<file path="config.mk">
export PLATFORM = sky130hd
export DESIGN_NAME = differential_drive_mixer
export DESIGN_NICKNAME = d
export VERILOG_FILES = /design/src/hw/rtl/dmix_pkg.sv /design/src/hw/rtl/dmix_mix.sv /design/src/hw/rtl/dmix_div.sv /design/src/hw/rtl/differential_drive_mixer.sv
export SDC_FILE = /design/constraint.sdc
export NUM_CORES = 2
export LEC_CHECK = 0
export ABC_AREA = 0
export BUFFER_PORTS_ARGS = -buffer_cell sky130_fd_sc_hd__buf_2
export CORE_AREA = 3 3 605 367
export CTS_CLUSTER_DIAMETER = 30
export DETAILED_ROUTE_END_ITERATION = 7
export DIE_AREA = 0 0 608 370
export GPL_TIMING_DRIVEN = 1
export HOLD_SLACK_MARGIN = 0.03
export PLACE_DENSITY_LB_ADDON = 0.12
export SLEW_MARGIN = 20
export SYNTH_ARGS = -nofsm -noshare
export SYNTH_HDL_FRONTEND = slang
export SYNTH_HIERARCHICAL = 1
export SYNTH_SLANG_ARGS = --single-unit
</file>
<file path="constraint.sdc">
create_clock -name i_clk -period 143.5 [get_ports i_clk]
set_input_delay 7.175 -clock i_clk [delete_from_list [all_inputs] [get_ports i_clk]]
set_output_delay 7.175 -clock i_clk [all_outputs]
set_load 0.005 [all_outputs]
</file>
<file path="src/hw/rtl/dmix_pkg.sv">
package dmix_pkg;

    // Field and datapath widths.
    localparam int FUNC_W  = 4;
    localparam int SPEED_W = 17;
    localparam int CFG_W   = 15;
    localparam int IDX_W   = 2;
    localparam int MAG_W   = 18;
    localparam int SUM_W   = 19;
    localparam int Q_W     = 15;
    localparam int OUT_W   = 16;

    // Register values after reset.
    localparam logic [CFG_W-1:0] MAX_VEL_RST  = 15'd200;
    localparam logic [CFG_W-1:0] MAX_VOLT_RST = 15'd12000;
    localparam logic [CFG_W-1:0] DEADBAND_RST = 15'd0;

    // Drive modes carried in the input selector.
    typedef enum logic [FUNC_W-1:0] {
        FUNC_STOP     = 4'd0,
        FUNC_FORWARD  = 4'd1,
        FUNC_ROTATE   = 4'd2,
        FUNC_VEC_VEL  = 4'd3,
        FUNC_VEC_VOLT = 4'd4,
        FUNC_TANK     = 4'd5,
        FUNC_ARCADE   = 4'd6,
        FUNC_LEFT     = 4'd7,
        FUNC_RIGHT    = 4'd8
    } t_func;

    // Configuration register indexes.
    typedef enum logic [IDX_W-1:0] {
        CFG_MAX_VEL  = 2'd0,
        CFG_MAX_VOLT = 2'd1,
        CFG_DEADBAND = 2'd2
    } t_cfg_idx;

    // Per-item flags that travel beside the magnitudes.
    typedef struct packed {
        logic lval;
        logic rval;
        logic volt;
        logic lneg;
        logic rneg;
    } t_side;

endpackage

</file>
<file path="src/hw/rtl/dmix_mix.sv">
module dmix_mix
    import dmix_pkg::*;
#(
    parameter int FRAC_BITS = 14,
    parameter int DEN_W     = 18
) (
    input  logic                      i_clk,
    input  logic                      i_rst_n,
    input  logic                      i_valid,
    output logic                      o_ready,
    input  logic [FUNC_W-1:0]         i_func,
    input  logic signed [SPEED_W-1:0] i_speed_a,
    input  logic signed [SPEED_W-1:0] i_speed_b,
    input  logic [CFG_W-1:0]          i_max_velocity,
    input  logic [CFG_W-1:0]          i_max_voltage,
    input  logic [CFG_W-1:0]          i_deadband,
    output logic                      o_valid,
    input  logic                      i_ready,
    output logic [MAG_W-1:0]          o_l_mag,
    output logic [MAG_W-1:0]          o_r_mag,
    output logic [DEN_W-1:0]          o_den,
    output logic [CFG_W-1:0]          o_full,
    output t_side                     o_side
);

    localparam int CLAMP_W = (FRAC_BITS + 2 > SUM_W) ? FRAC_BITS + 2 : SUM_W;
    localparam logic signed [CLAMP_W-1:0] ONE_C = CLAMP_W'(1) << FRAC_BITS;

    function automatic logic signed [CLAMP_W-1:0] f_clamp(
        input logic signed [CLAMP_W-1:0] x
    );
        if (x > ONE_C) begin
            return ONE_C;
        end else if (x < -ONE_C) begin
            return -ONE_C;
        end
        return x;
    endfunction

    function automatic logic [MAG_W-1:0] f_abs(input logic signed [MAG_W-1:0] x);
        logic signed [MAG_W-1:0] n;
        n = -x;
        return x[MAG_W-1] ? n : x;
    endfunction

    logic                     en;
    logic                     r_v1, r_v2, r_v3, r_v4;

    logic [FUNC_W-1:0]        r_func1, r_func2;
    logic signed [MAG_W-1:0]  r_a1, r_b1, r_a2, r_b2;
    logic signed [SUM_W-1:0]  r_l3, r_r3;
    logic                     r_vec3;
    t_side                    r_side3;
    logic [MAG_W-1:0]         r_l_mag4, r_r_mag4;
    logic [DEN_W-1:0]         r_den4;
    logic [CFG_W-1:0]         r_full4;
    t_side                    r_side4;

    logic signed [CLAMP_W-1:0] w_a_clp, w_b_clp;
    logic signed [MAG_W-1:0]   n_a2, n_b2;
    logic [MAG_W-1:0]          w_a1_abs, w_b1_abs, w_db;
    logic signed [SUM_W-1:0]   n_l3, n_r3, w_a3, w_b3, w_mx;
    logic [MAG_W-1:0]          w_a2_abs, w_b2_abs, w_mx_mag;
    logic                      n_vec3;
    t_side                     n_side3;
    logic signed [CLAMP_W-1:0] w_l4, w_r4, w_l4_abs, w_r4_abs;
    logic [MAG_W-1:0]          n_l_mag4, n_r_mag4, w_m4;
    logic [DEN_W-1:0]          n_den4;
    t_side                     n_side4;

    // The whole front moves together unless its last stage is held.
    assign en      = !r_v4 || i_ready;
    assign o_ready = en;

    always_ff @(posedge i_clk) begin
        if (!i_rst_n) begin
            r_v1 <= 1'b0;
            r_v2 <= 1'b0;
            r_v3 <= 1'b0;
            r_v4 <= 1'b0;
        end else if (en) begin
            r_v1 <= i_valid;
            r_v2 <= r_v1;
            r_v3 <= r_v2;
            r_v4 <= r_v3;
        end
    end

    // Stage 1: clamp both speeds to plus or minus one.
    assign w_a_clp = f_clamp(CLAMP_W'(i_speed_a));
    assign w_b_clp = f_clamp(CLAMP_W'(i_speed_b));

    // Stage 2: deadband, strict for tank and inclusive for arcade.
    always_comb begin
        w_a1_abs = f_abs(r_a1);
        w_b1_abs = f_abs(r_b1);
        w_db     = MAG_W'(i_deadband);
        n_a2     = r_a1;
        n_b2     = r_b1;
        case (r_func1)
            FUNC_TANK: begin
                if (w_a1_abs < w_db) n_a2 = '0;
                if (w_b1_abs < w_db) n_b2 = '0;
            end
            FUNC_ARCADE: begin
                if (w_a1_abs <= w_db) n_a2 = '0;
                if (w_b1_abs <= w_db) n_b2 = '0;
            end
            default: begin
            end
        endcase
    end

    // Stage 3: form the left and right side commands for each mode.
    always_comb begin
        w_a3     = SUM_W'(r_a2);
        w_b3     = SUM_W'(r_b2);
        w_a2_abs = f_abs(r_a2);
        w_b2_abs = f_abs(r_b2);
        w_mx_mag = (w_a2_abs > w_b2_abs) ? w_a2_abs : w_b2_abs;
        w_mx     = r_a2[MAG_W-1] ? -$signed(SUM_W'(w_mx_mag)) : $signed(SUM_W'(w_mx_mag));
        n_l3     = '0;
        n_r3     = '0;
        n_vec3   = 1'b0;
        n_side3  = '{lval: 1'b1, rval: 1'b1, volt: 1'b0, lneg: 1'b0, rneg: 1'b0};
        unique case (r_func2)
            FUNC_STOP: begin
            end
            FUNC_FORWARD: begin
                n_l3 = w_a3;
                n_r3 = w_a3;
            end
            FUNC_ROTATE: begin
                n_l3 = w_a3;
                n_r3 = -w_a3;
            end
            FUNC_VEC_VEL: begin
                n_l3   = w_a3 + w_b3;
                n_r3   = w_a3 - w_b3;
                n_vec3 = 1'b1;
            end
            FUNC_VEC_VOLT: begin
                n_l3         = w_a3 + w_b3;
                n_r3         = w_a3 - w_b3;
                n_vec3       = 1'b1;
                n_side3.volt = 1'b1;
            end
            FUNC_TANK: begin
                n_l3         = w_a3;
                n_r3         = w_b3;
                n_side3.volt = 1'b1;
            end
            FUNC_ARCADE: begin
                n_side3.volt = 1'b1;
                if (r_a2[MAG_W-1] == r_b2[MAG_W-1]) begin
                    n_l3 = w_mx;
                    n_r3 = w_a3 - w_b3;
                end else begin
                    n_l3 = w_a3 + w_b3;
                    n_r3 = w_mx;
                end
            end
            FUNC_LEFT: begin
                n_l3         = w_a3;
                n_side3.rval = 1'b0;
            end
            FUNC_RIGHT: begin
                n_r3         = w_a3;
                n_side3.lval = 1'b0;
            end
            default: begin
                n_side3.lval = 1'b0;
                n_side3.rval = 1'b0;
            end
        endcase
    end

    // Stage 4: clamp outside vector mode, split sign and magnitude, pick the divisor.
    always_comb begin
        w_l4 = CLAMP_W'(r_l3);
        w_r4 = CLAMP_W'(r_r3);
        if (!r_vec3) begin
            w_l4 = f_clamp(w_l4);
            w_r4 = f_clamp(w_r4);
        end
        w_l4_abs = w_l4[CLAMP_W-1] ? -w_l4 : w_l4;
        w_r4_abs = w_r4[CLAMP_W-1] ? -w_r4 : w_r4;
        n_l_mag4 = w_l4_abs[MAG_W-1:0];
        n_r_mag4 = w_r4_abs[MAG_W-1:0];
        w_m4     = (n_l_mag4 > n_r_mag4) ? n_l_mag4 : n_r_mag4;
        if (r_vec3 && ($signed(CLAMP_W'(w_m4)) > ONE_C)) begin
            n_den4 = DEN_W'(w_m4);
        end else begin
            n_den4 = ONE_C[DEN_W-1:0];
        end
        n_side4      = r_side3;
        n_side4.lneg = r_l3[SUM_W-1];
        n_side4.rneg = r_r3[SUM_W-1];
    end

    always_ff @(posedge i_clk) begin
        if (en) begin
            r_func1  <= i_func;
            r_a1     <= w_a_clp[MAG_W-1:0];
            r_b1     <= w_b_clp[MAG_W-1:0];
            r_func2  <= r_func1;
            r_a2     <= n_a2;
            r_b2     <= n_b2;
            r_l3     <= n_l3;
            r_r3     <= n_r3;
            r_vec3   <= n_vec3;
            r_side3  <= n_side3;
            r_l_mag4 <= n_l_mag4;
            r_r_mag4 <= n_r_mag4;
            r_den4   <= n_den4;
            r_full4  <= r_side3.volt ? i_max_voltage : i_max_velocity;
            r_side4  <= n_side4;
        end
    end

    assign o_valid = r_v4;
    assign o_l_mag = r_l_mag4;
    assign o_r_mag = r_r_mag4;
    assign o_den   = r_den4;
    assign o_full  = r_full4;
    assign o_side  = r_side4;

endmodule

</file>
<file path="src/hw/rtl/dmix_div.sv">
module dmix_div
    import dmix_pkg::*;
#(
    parameter int DEN_W = 18
) (
    input  logic             i_clk,
    input  logic             i_rst_n,
    input  logic             i_valid,
    output logic             o_ready,
    input  logic [MAG_W-1:0] i_l_mag,
    input  logic [MAG_W-1:0] i_r_mag,
    input  logic [DEN_W-1:0] i_den,
    input  logic [CFG_W-1:0] i_full,
    input  t_side            i_side,
    output logic             o_valid,
    input  logic             i_ready,
    output logic [Q_W-1:0]   o_l_q,
    output logic [Q_W-1:0]   o_r_q,
    output t_side            o_side
);

    localparam int NUM_W = MAG_W + CFG_W;
    localparam int REM_W = DEN_W + Q_W;

    logic                 en;
    logic                 r_v    [0:Q_W];
    logic [REM_W-1:0]     r_rem  [0:Q_W-1][0:1];
    logic [DEN_W-1:0]     r_den  [0:Q_W-1];
    logic [Q_W-1:0]       r_q    [0:Q_W][0:1];
    t_side                r_side [0:Q_W];

    logic [NUM_W-1:0]     w_prod [0:1];
    logic [REM_W-1:0]     w_dsh  [0:Q_W-1];
    logic                 w_ge   [0:Q_W-1][0:1];
    logic [REM_W-1:0]     n_rem  [0:Q_W-2][0:1];
    logic [Q_W-1:0]       n_q    [0:Q_W-1][0:1];

    assign en      = !r_v[Q_W] || i_ready;
    assign o_ready = en;

    // Numerators: side magnitude times the full-scale register.
    assign w_prod[0] = NUM_W'(i_l_mag) * NUM_W'(i_full);
    assign w_prod[1] = NUM_W'(i_r_mag) * NUM_W'(i_full);

    // Restoring division, one quotient bit per stage, both sides in parallel.
    always_comb begin
        for (int s = 0; s < Q_W; s++) begin
            w_dsh[s] = REM_W'(r_den[s]) << (Q_W - 1 - s);
            for (int j = 0; j < 2; j++) begin
                w_ge[s][j] = r_rem[s][j] >= w_dsh[s];
                n_q[s][j]  = r_q[s][j];
                n_q[s][j][Q_W-1-s] = w_ge[s][j];
            end
        end
        for (int s = 0; s < Q_W - 1; s++) begin
            for (int j = 0; j < 2; j++) begin
                n_rem[s][j] = w_ge[s][j] ? (r_rem[s][j] - w_dsh[s]) : r_rem[s][j];
            end
        end
    end

    always_ff @(posedge i_clk) begin
        if (!i_rst_n) begin
            for (int s = 0; s <= Q_W; s++) begin
                r_v[s] <= 1'b0;
            end
        end else if (en) begin
            r_v[0] <= i_valid;
            for (int s = 1; s <= Q_W; s++) begin
                r_v[s] <= r_v[s-1];
            end
        end
    end

    always_ff @(posedge i_clk) begin
        if (en) begin
            r_den[0]  <= i_den;
            r_side[0] <= i_side;
            for (int j = 0; j < 2; j++) begin
                r_rem[0][j] <= REM_W'(w_prod[j]);
                r_q[0][j]   <= '0;
            end
            for (int s = 1; s < Q_W; s++) begin
                r_den[s] <= r_den[s-1];
                for (int j = 0; j < 2; j++) begin
                    r_rem[s][j] <= n_rem[s-1][j];
                end
            end
            for (int s = 1; s <= Q_W; s++) begin
                r_side[s] <= r_side[s-1];
                for (int j = 0; j < 2; j++) begin
                    r_q[s][j] <= n_q[s-1][j];
                end
            end
        end
    end

    assign o_valid = r_v[Q_W];
    assign o_l_q   = r_q[Q_W][0];
    assign o_r_q   = r_q[Q_W][1];
    assign o_side  = r_side[Q_W];

endmodule

</file>
<file path="src/hw/rtl/differential_drive_mixer.sv">
// Skid-steer drive mixer. Each input transaction carries a drive mode in
// s_axis_tuser and two signed Q3.14 speeds in s_axis_tdata; each produces
// exactly one output transaction with the left and right motor commands,
// scaled by max_velocity or max_voltage and truncated toward zero. The block
// takes one transaction per clock unless backpressure holds it. A result
// passes through the clamping, deadband and mixing front end, the multiply,
// the one-bit-per-stage divider that normalizes vector drive, and the output
// register. Backpressure holds each section of the pipeline, the front end
// and the divider, as a whole once its last stage is full, so a result
// waiting at the output stops the input as soon as those stages fill.
// Registers are written through the i_cfg port, which is always ready.
module differential_drive_mixer
    import dmix_pkg::*;
#(
    parameter int FRAC_BITS = 14
) (
    input  logic                  i_clk,
    input  logic                  i_rst_n,
    // Input stream.
    input  logic                  s_axis_tvalid,
    output logic                  s_axis_tready,
    input  logic [39:0]           s_axis_tdata,   // speed_a[16:0], speed_b[33:17], zero pad
    input  logic [FUNC_W-1:0]     s_axis_tuser,   // func[3:0]
    // Output stream.
    output logic                  m_axis_tvalid,
    input  logic                  m_axis_tready,
    output logic [2*OUT_W-1:0]    m_axis_tdata,   // left_value[15:0], right_value[31:16]
    output logic [2:0]            m_axis_tuser,   // left_valid[0], right_valid[1], is_voltage[2]
    // Configuration write channel.
    input  logic                  i_cfg_valid,
    output logic                  o_cfg_ready,
    input  logic [IDX_W-1:0]      i_cfg_index,
    input  logic [CFG_W-1:0]      i_cfg_data
);

    localparam int DEN_W = (FRAC_BITS + 1 > MAG_W) ? FRAC_BITS + 1 : MAG_W;

    logic [CFG_W-1:0]  r_max_velocity, r_max_voltage, r_deadband;

    logic              mix_ready, mix_valid;
    logic [MAG_W-1:0]  mix_l_mag, mix_r_mag;
    logic [DEN_W-1:0]  mix_den;
    logic [CFG_W-1:0]  mix_full;
    t_side             mix_side;

    logic              div_ready, div_valid;
    logic [Q_W-1:0]    div_l_q, div_r_q;
    t_side             div_side;

    logic              out_ready;
    logic              r_m_tvalid;
    logic [2*OUT_W-1:0] r_m_tdata;
    logic [2:0]        r_m_tuser;
    logic [OUT_W-1:0]  n_left, n_right;

    // Configuration registers.
    assign o_cfg_ready = 1'b1;

    always_ff @(posedge i_clk) begin
        if (!i_rst_n) begin
            r_max_velocity <= MAX_VEL_RST;
            r_max_voltage  <= MAX_VOLT_RST;
            r_deadband     <= DEADBAND_RST;
        end else if (i_cfg_valid) begin
            unique case (i_cfg_index)
                CFG_MAX_VEL:  r_max_velocity <= i_cfg_data;
                CFG_MAX_VOLT: r_max_voltage  <= i_cfg_data;
                CFG_DEADBAND: r_deadband     <= i_cfg_data;
                default: begin
                end
            endcase
        end
    end

    // Clamp, deadband and mixing front end.
    dmix_mix #(
        .FRAC_BITS (FRAC_BITS),
        .DEN_W     (DEN_W)
    ) u_mix (
        .i_clk          (i_clk),
        .i_rst_n        (i_rst_n),
        .i_valid        (s_axis_tvalid),
        .o_ready        (mix_ready),
        .i_func         (s_axis_tuser),
        .i_speed_a      (s_axis_tdata[SPEED_W-1:0]),
        .i_speed_b      (s_axis_tdata[2*SPEED_W-1:SPEED_W]),
        .i_max_velocity (r_max_velocity),
        .i_max_voltage  (r_max_voltage),
        .i_deadband     (r_deadband),
        .o_valid        (mix_valid),
        .i_ready        (div_ready),
        .o_l_mag        (mix_l_mag),
        .o_r_mag        (mix_r_mag),
        .o_den          (mix_den),
        .o_full         (mix_full),
        .o_side         (mix_side)
    );

    assign s_axis_tready = mix_ready;

    // Scaling: multiply by full scale, then divide by the normalizer.
    dmix_div #(
        .DEN_W (DEN_W)
    ) u_div (
        .i_clk   (i_clk),
        .i_rst_n (i_rst_n),
        .i_valid (mix_valid),
        .o_ready (div_ready),
        .i_l_mag (mix_l_mag),
        .i_r_mag (mix_r_mag),
        .i_den   (mix_den),
        .i_full  (mix_full),
        .i_side  (mix_side),
        .o_valid (div_valid),
        .i_ready (out_ready),
        .o_l_q   (div_l_q),
        .o_r_q   (div_r_q),
        .o_side  (div_side)
    );

    // Output register: restore the signs and pack the transaction.
    assign out_ready = !r_m_tvalid || m_axis_tready;
    assign n_left    = div_side.lneg ? -OUT_W'(div_l_q) : OUT_W'(div_l_q);
    assign n_right   = div_side.rneg ? -OUT_W'(div_r_q) : OUT_W'(div_r_q);

    always_ff @(posedge i_clk) begin
        if (!i_rst_n) begin
            r_m_tvalid <= 1'b0;
        end else if (out_ready) begin
            r_m_tvalid <= div_valid;
        end
    end

    always_ff @(posedge i_clk) begin
        if (out_ready) begin
            r_m_tdata <= {n_right, n_left};
            r_m_tuser <= {div_side.volt, div_side.rval, div_side.lval};
        end
    end

    assign m_axis_tvalid = r_m_tvalid;
    assign m_axis_tdata  = r_m_tdata;
    assign m_axis_tuser  = r_m_tuser;

endmodule

</file>
==> results.json <==
{
  "first_global_vias": 81182,
  "clockBufferDepth": 4,
  "clock_skew_ns": 0.0764,
  "path_cells": "buf_2 > nand2b_2 > buf_4 > nand2b_4 > nand2b_4 > buf_2",
  "cts.repair.resized": 0,
  "synth.distinct_cells": 111,
  "dp_hpwl_um": 255000,
  "synth_seq_cells": 1873,
  "grt_pass1_wl_um": 500000,
  "status": "finished, final reports clean",
  "drc": 0,
  "ios": 104,
  "arrival_ns": 9.15,
  "finalMaxSlewViolations": 0,
  "tightest_slew_ns": 1.21,
  "antenna_found_initial": 29,
  "synthTopCellsByArea": "edfxtp_1 46%, ha_1 8.9%, fa_1 7.4%",
  "cp.required_ns": 136.32,
  "chipHeight_um": 370,
  "hold_violations": 0,
  "slew-limit-headroom_pct": 18.8,
  "cts_hold_buf": 0,
  "utilization_pct": 61.8,
  "maxCapViolCount": 0,
  "netlist_area_um2": 119000,
  "synth_most_common_cell": "edfxtp_1",
  "clock-root-buffer": "clkbuf_16",
  "first_pass_iters": 6,
  "drt.antenna.violating_nets": 0,
  "timing.hold.ws_ns": 0.356,
  "postPlaceCellArea_um2": 123000,
  "path_max_fanout": 38,
  "place.gp.congestion": 0.971,
  "die_w_um": 608,
  "rows": 132,
  "clk_latency_ns": 0.83,
  "fin_setup_tns_ns": 0,
  "synth.top_cell.area_share_pct": 45.9,
  "htreeDepth": 5,
  "rsz0062_at_grt": "no",
  "period_share_pct": 11.4,
  "dr.first_iter.drc_count": 10146,
  "ys.flop_type": "edfxtp_1",
  "critPathKind": "in2out",
  "grt_max_degree": 211,
  "fmax_mhz": 61.3,
  "clkTransAtPathRegs_ns": 0.05,
  "slowest_delay_ns": 0.55,
  "overflow": 0,
  "core-area_um2": 216000,
  "p_per_area_nw_per_um2": 23.8,
  "min_path_type": "reg2reg",
  "cp_slowest_cell": "nand2b_4",
  "syn_nets": 12230,
  "nets": 12412,
  "clock-sinks": 1873,
  "finalSetupViolCount": 0,
  "period_needed_ns": 16.32,
  "port_buffers": 96,
  "netlist_top_cells_count": "1822 x edfxtp_1, 1032 x nand2_1, 991 x inv_1",
  "die_area_um2": 225000,
  "cts-buffers-inserted": 313,
  "cts_tree": "yes",
  "synth-warning-count": 6,
  "design_area_um2": 134000,
  "synthToLayoutAreaGrowth_pct": 12.1,
  "synth_edf_count": 1822,
  "track_usage_pct": 29.0,
  "leakage_nw": 55.4,
  "vdd_drop_max_v": 0.0000172,
  "synth_top_area_cell": "edfxtp_1",
  "critPathCaptureType": "output pin",
  "async_flop_share_pct": 0,
  "post_cts_buffers": 0,
  "start_kind": "input port",
  "routed_wl_um": 329000,
  "drt-wirelength-per-cell_um": 23.2,
  "post_synth.cell_area_avg_um2": 11.0,
  "start_util_pct": 55.1,
  "via_per_inst": 6.02,
  "synth-seq-area-share_pct": 46.8,
  "drive_above_1_share_pct": 7.51,
  "synth_cells": 10878,
  "vias": 85431
}
critical path, delay by kind of cell:
family	cells	cell delay [ns]
and+or+nand+nor	3	1.18
buffers and inverters	3	0.71
flip-flops by register name (all words and copies together) (netlist names), 18 cells and up:
name	cells
m_axis_tdata	32
u_div/r_den	270
u_div/r_q	240
u_div/r_rem	990
u_div/r_side	80
u_mix/o_den	18
u_mix/o_l_mag	18
u_mix/o_r_mag	18
u_mix/r_l3	19
u_mix/r_r3	19
through the flow:
| stage | cells | power (mW) | setup slack [ns] |
|---|---|---|---|
| after floorplan | 10878 | 1.95 | 77.71 |
| after global placement | 13625 | 2.36 | 127.16 |
| after detailed placement | 13625 | 2.39 | 127.12 |
| after CTS | 14197 | 3.16 | 127.12 |
| after global routing | 14198 | 3.37 | 127.01 |
| final | 14199 | 3.18 | 127.18 |
placed cells by master, fill, tap and decap left out, types with 46 or more instances in the layout:
cell,synthesis,final
o21bai_1,47,46
or3_1,80,80
clkbuf_16,0,322
nand2b_1,142,139
nor2b_1,130,130
inv_1,991,991
mux2i_1,52,52
xnor2_1,486,486
fa_1,442,442
a31oi_1,52,51
nor3_1,204,201
mux2_1,73,73
dfxtp_1,51,51
xor2_1,291,291
nor4_1,120,118
and3_1,68,68
nor2_1,583,582
o21a_1,106,106
ha_1,844,844
nand4_1,96,96
a211oi_1,71,71
nand3_1,164,164
o31ai_1,78,76
buf_4,7,74
and2_1,366,366
inv_6,0,46
o21ai_0,337,337
o21ai_1,267,264
nand2_1,1032,1032
a21boi_0,54,54
edfxtp_1,1822,1822
buf_2,12,95
a21o_1,256,256
a21oi_1,612,610
per-layer routing:
| metal | track usage (%) | wire (um) | vias up |
|---|---|---|---|
| met5 | 0 | 40 | - |
| met4 | 5.90 | 6120 | 6 |
| met3 | 6.47 | 34600 | 422 |
| met2 | 37.8 | 126000 | 3778 |
| met1 | 48.0 | 162000 | 41712 |
| li1 | - | - | 39513 |
area by class of cell:
| type | instances | area [um2] |
|---|---|---|
| diodes | 1 | 2.50 |
| clock inverters | 230 | 2540 |
| fillers | 17216 | 82500 |
| repair buffers | 176 | 1180 |
| inverters | 999 | 3750 |
| clock buffers | 342 | 8140 |
| flip-flops and latches | 1873 | 55700 |
| well taps | 2881 | 3600 |
| multi-input cells | 7697 | 58600 |
worst paths after layout:
check | slack (ns) | end | cells after the start | startpoint
hold reg to reg | 0.36 | u_div/r_q[0][193] | 0 | u_div/r_q[0][163]
setup reg to reg | 136.00 | u_div/r_rem[0][26] | 21 | u_mix/o_r_mag[1]
setup / recovery | 127.18 | s_axis_tready | 6 | m_axis_tready
hold / removal | 0.36 | u_div/r_q[0][193] | 0 | u_div/r_q[0][163]
logic make-up after synthesis:
| logic type | after synthesis | synth area share (%) |
|---|---|---|
| flops | 1873 | 46.8 |
| fa+ha+maj | 1286 | 16.3 |
| buf+inv | 1308 | 4.17 |
| simple gates | 3211 | 13.4 |
| mux | 167 | 1.54 |
| other cells | 2 | 0.00630 |
| compound gates | 2253 | 12.0 |
| xor+xnor | 778 | 5.73 |
power by group:
part | internal [mW] | switching (mW)
clock | 0.474 | 0.279
combinational | 0.564 | 0.855
sequential | 0.856 | 0.150
total | 1.89 | 1.28
Power figures use the tool's default switching activity.
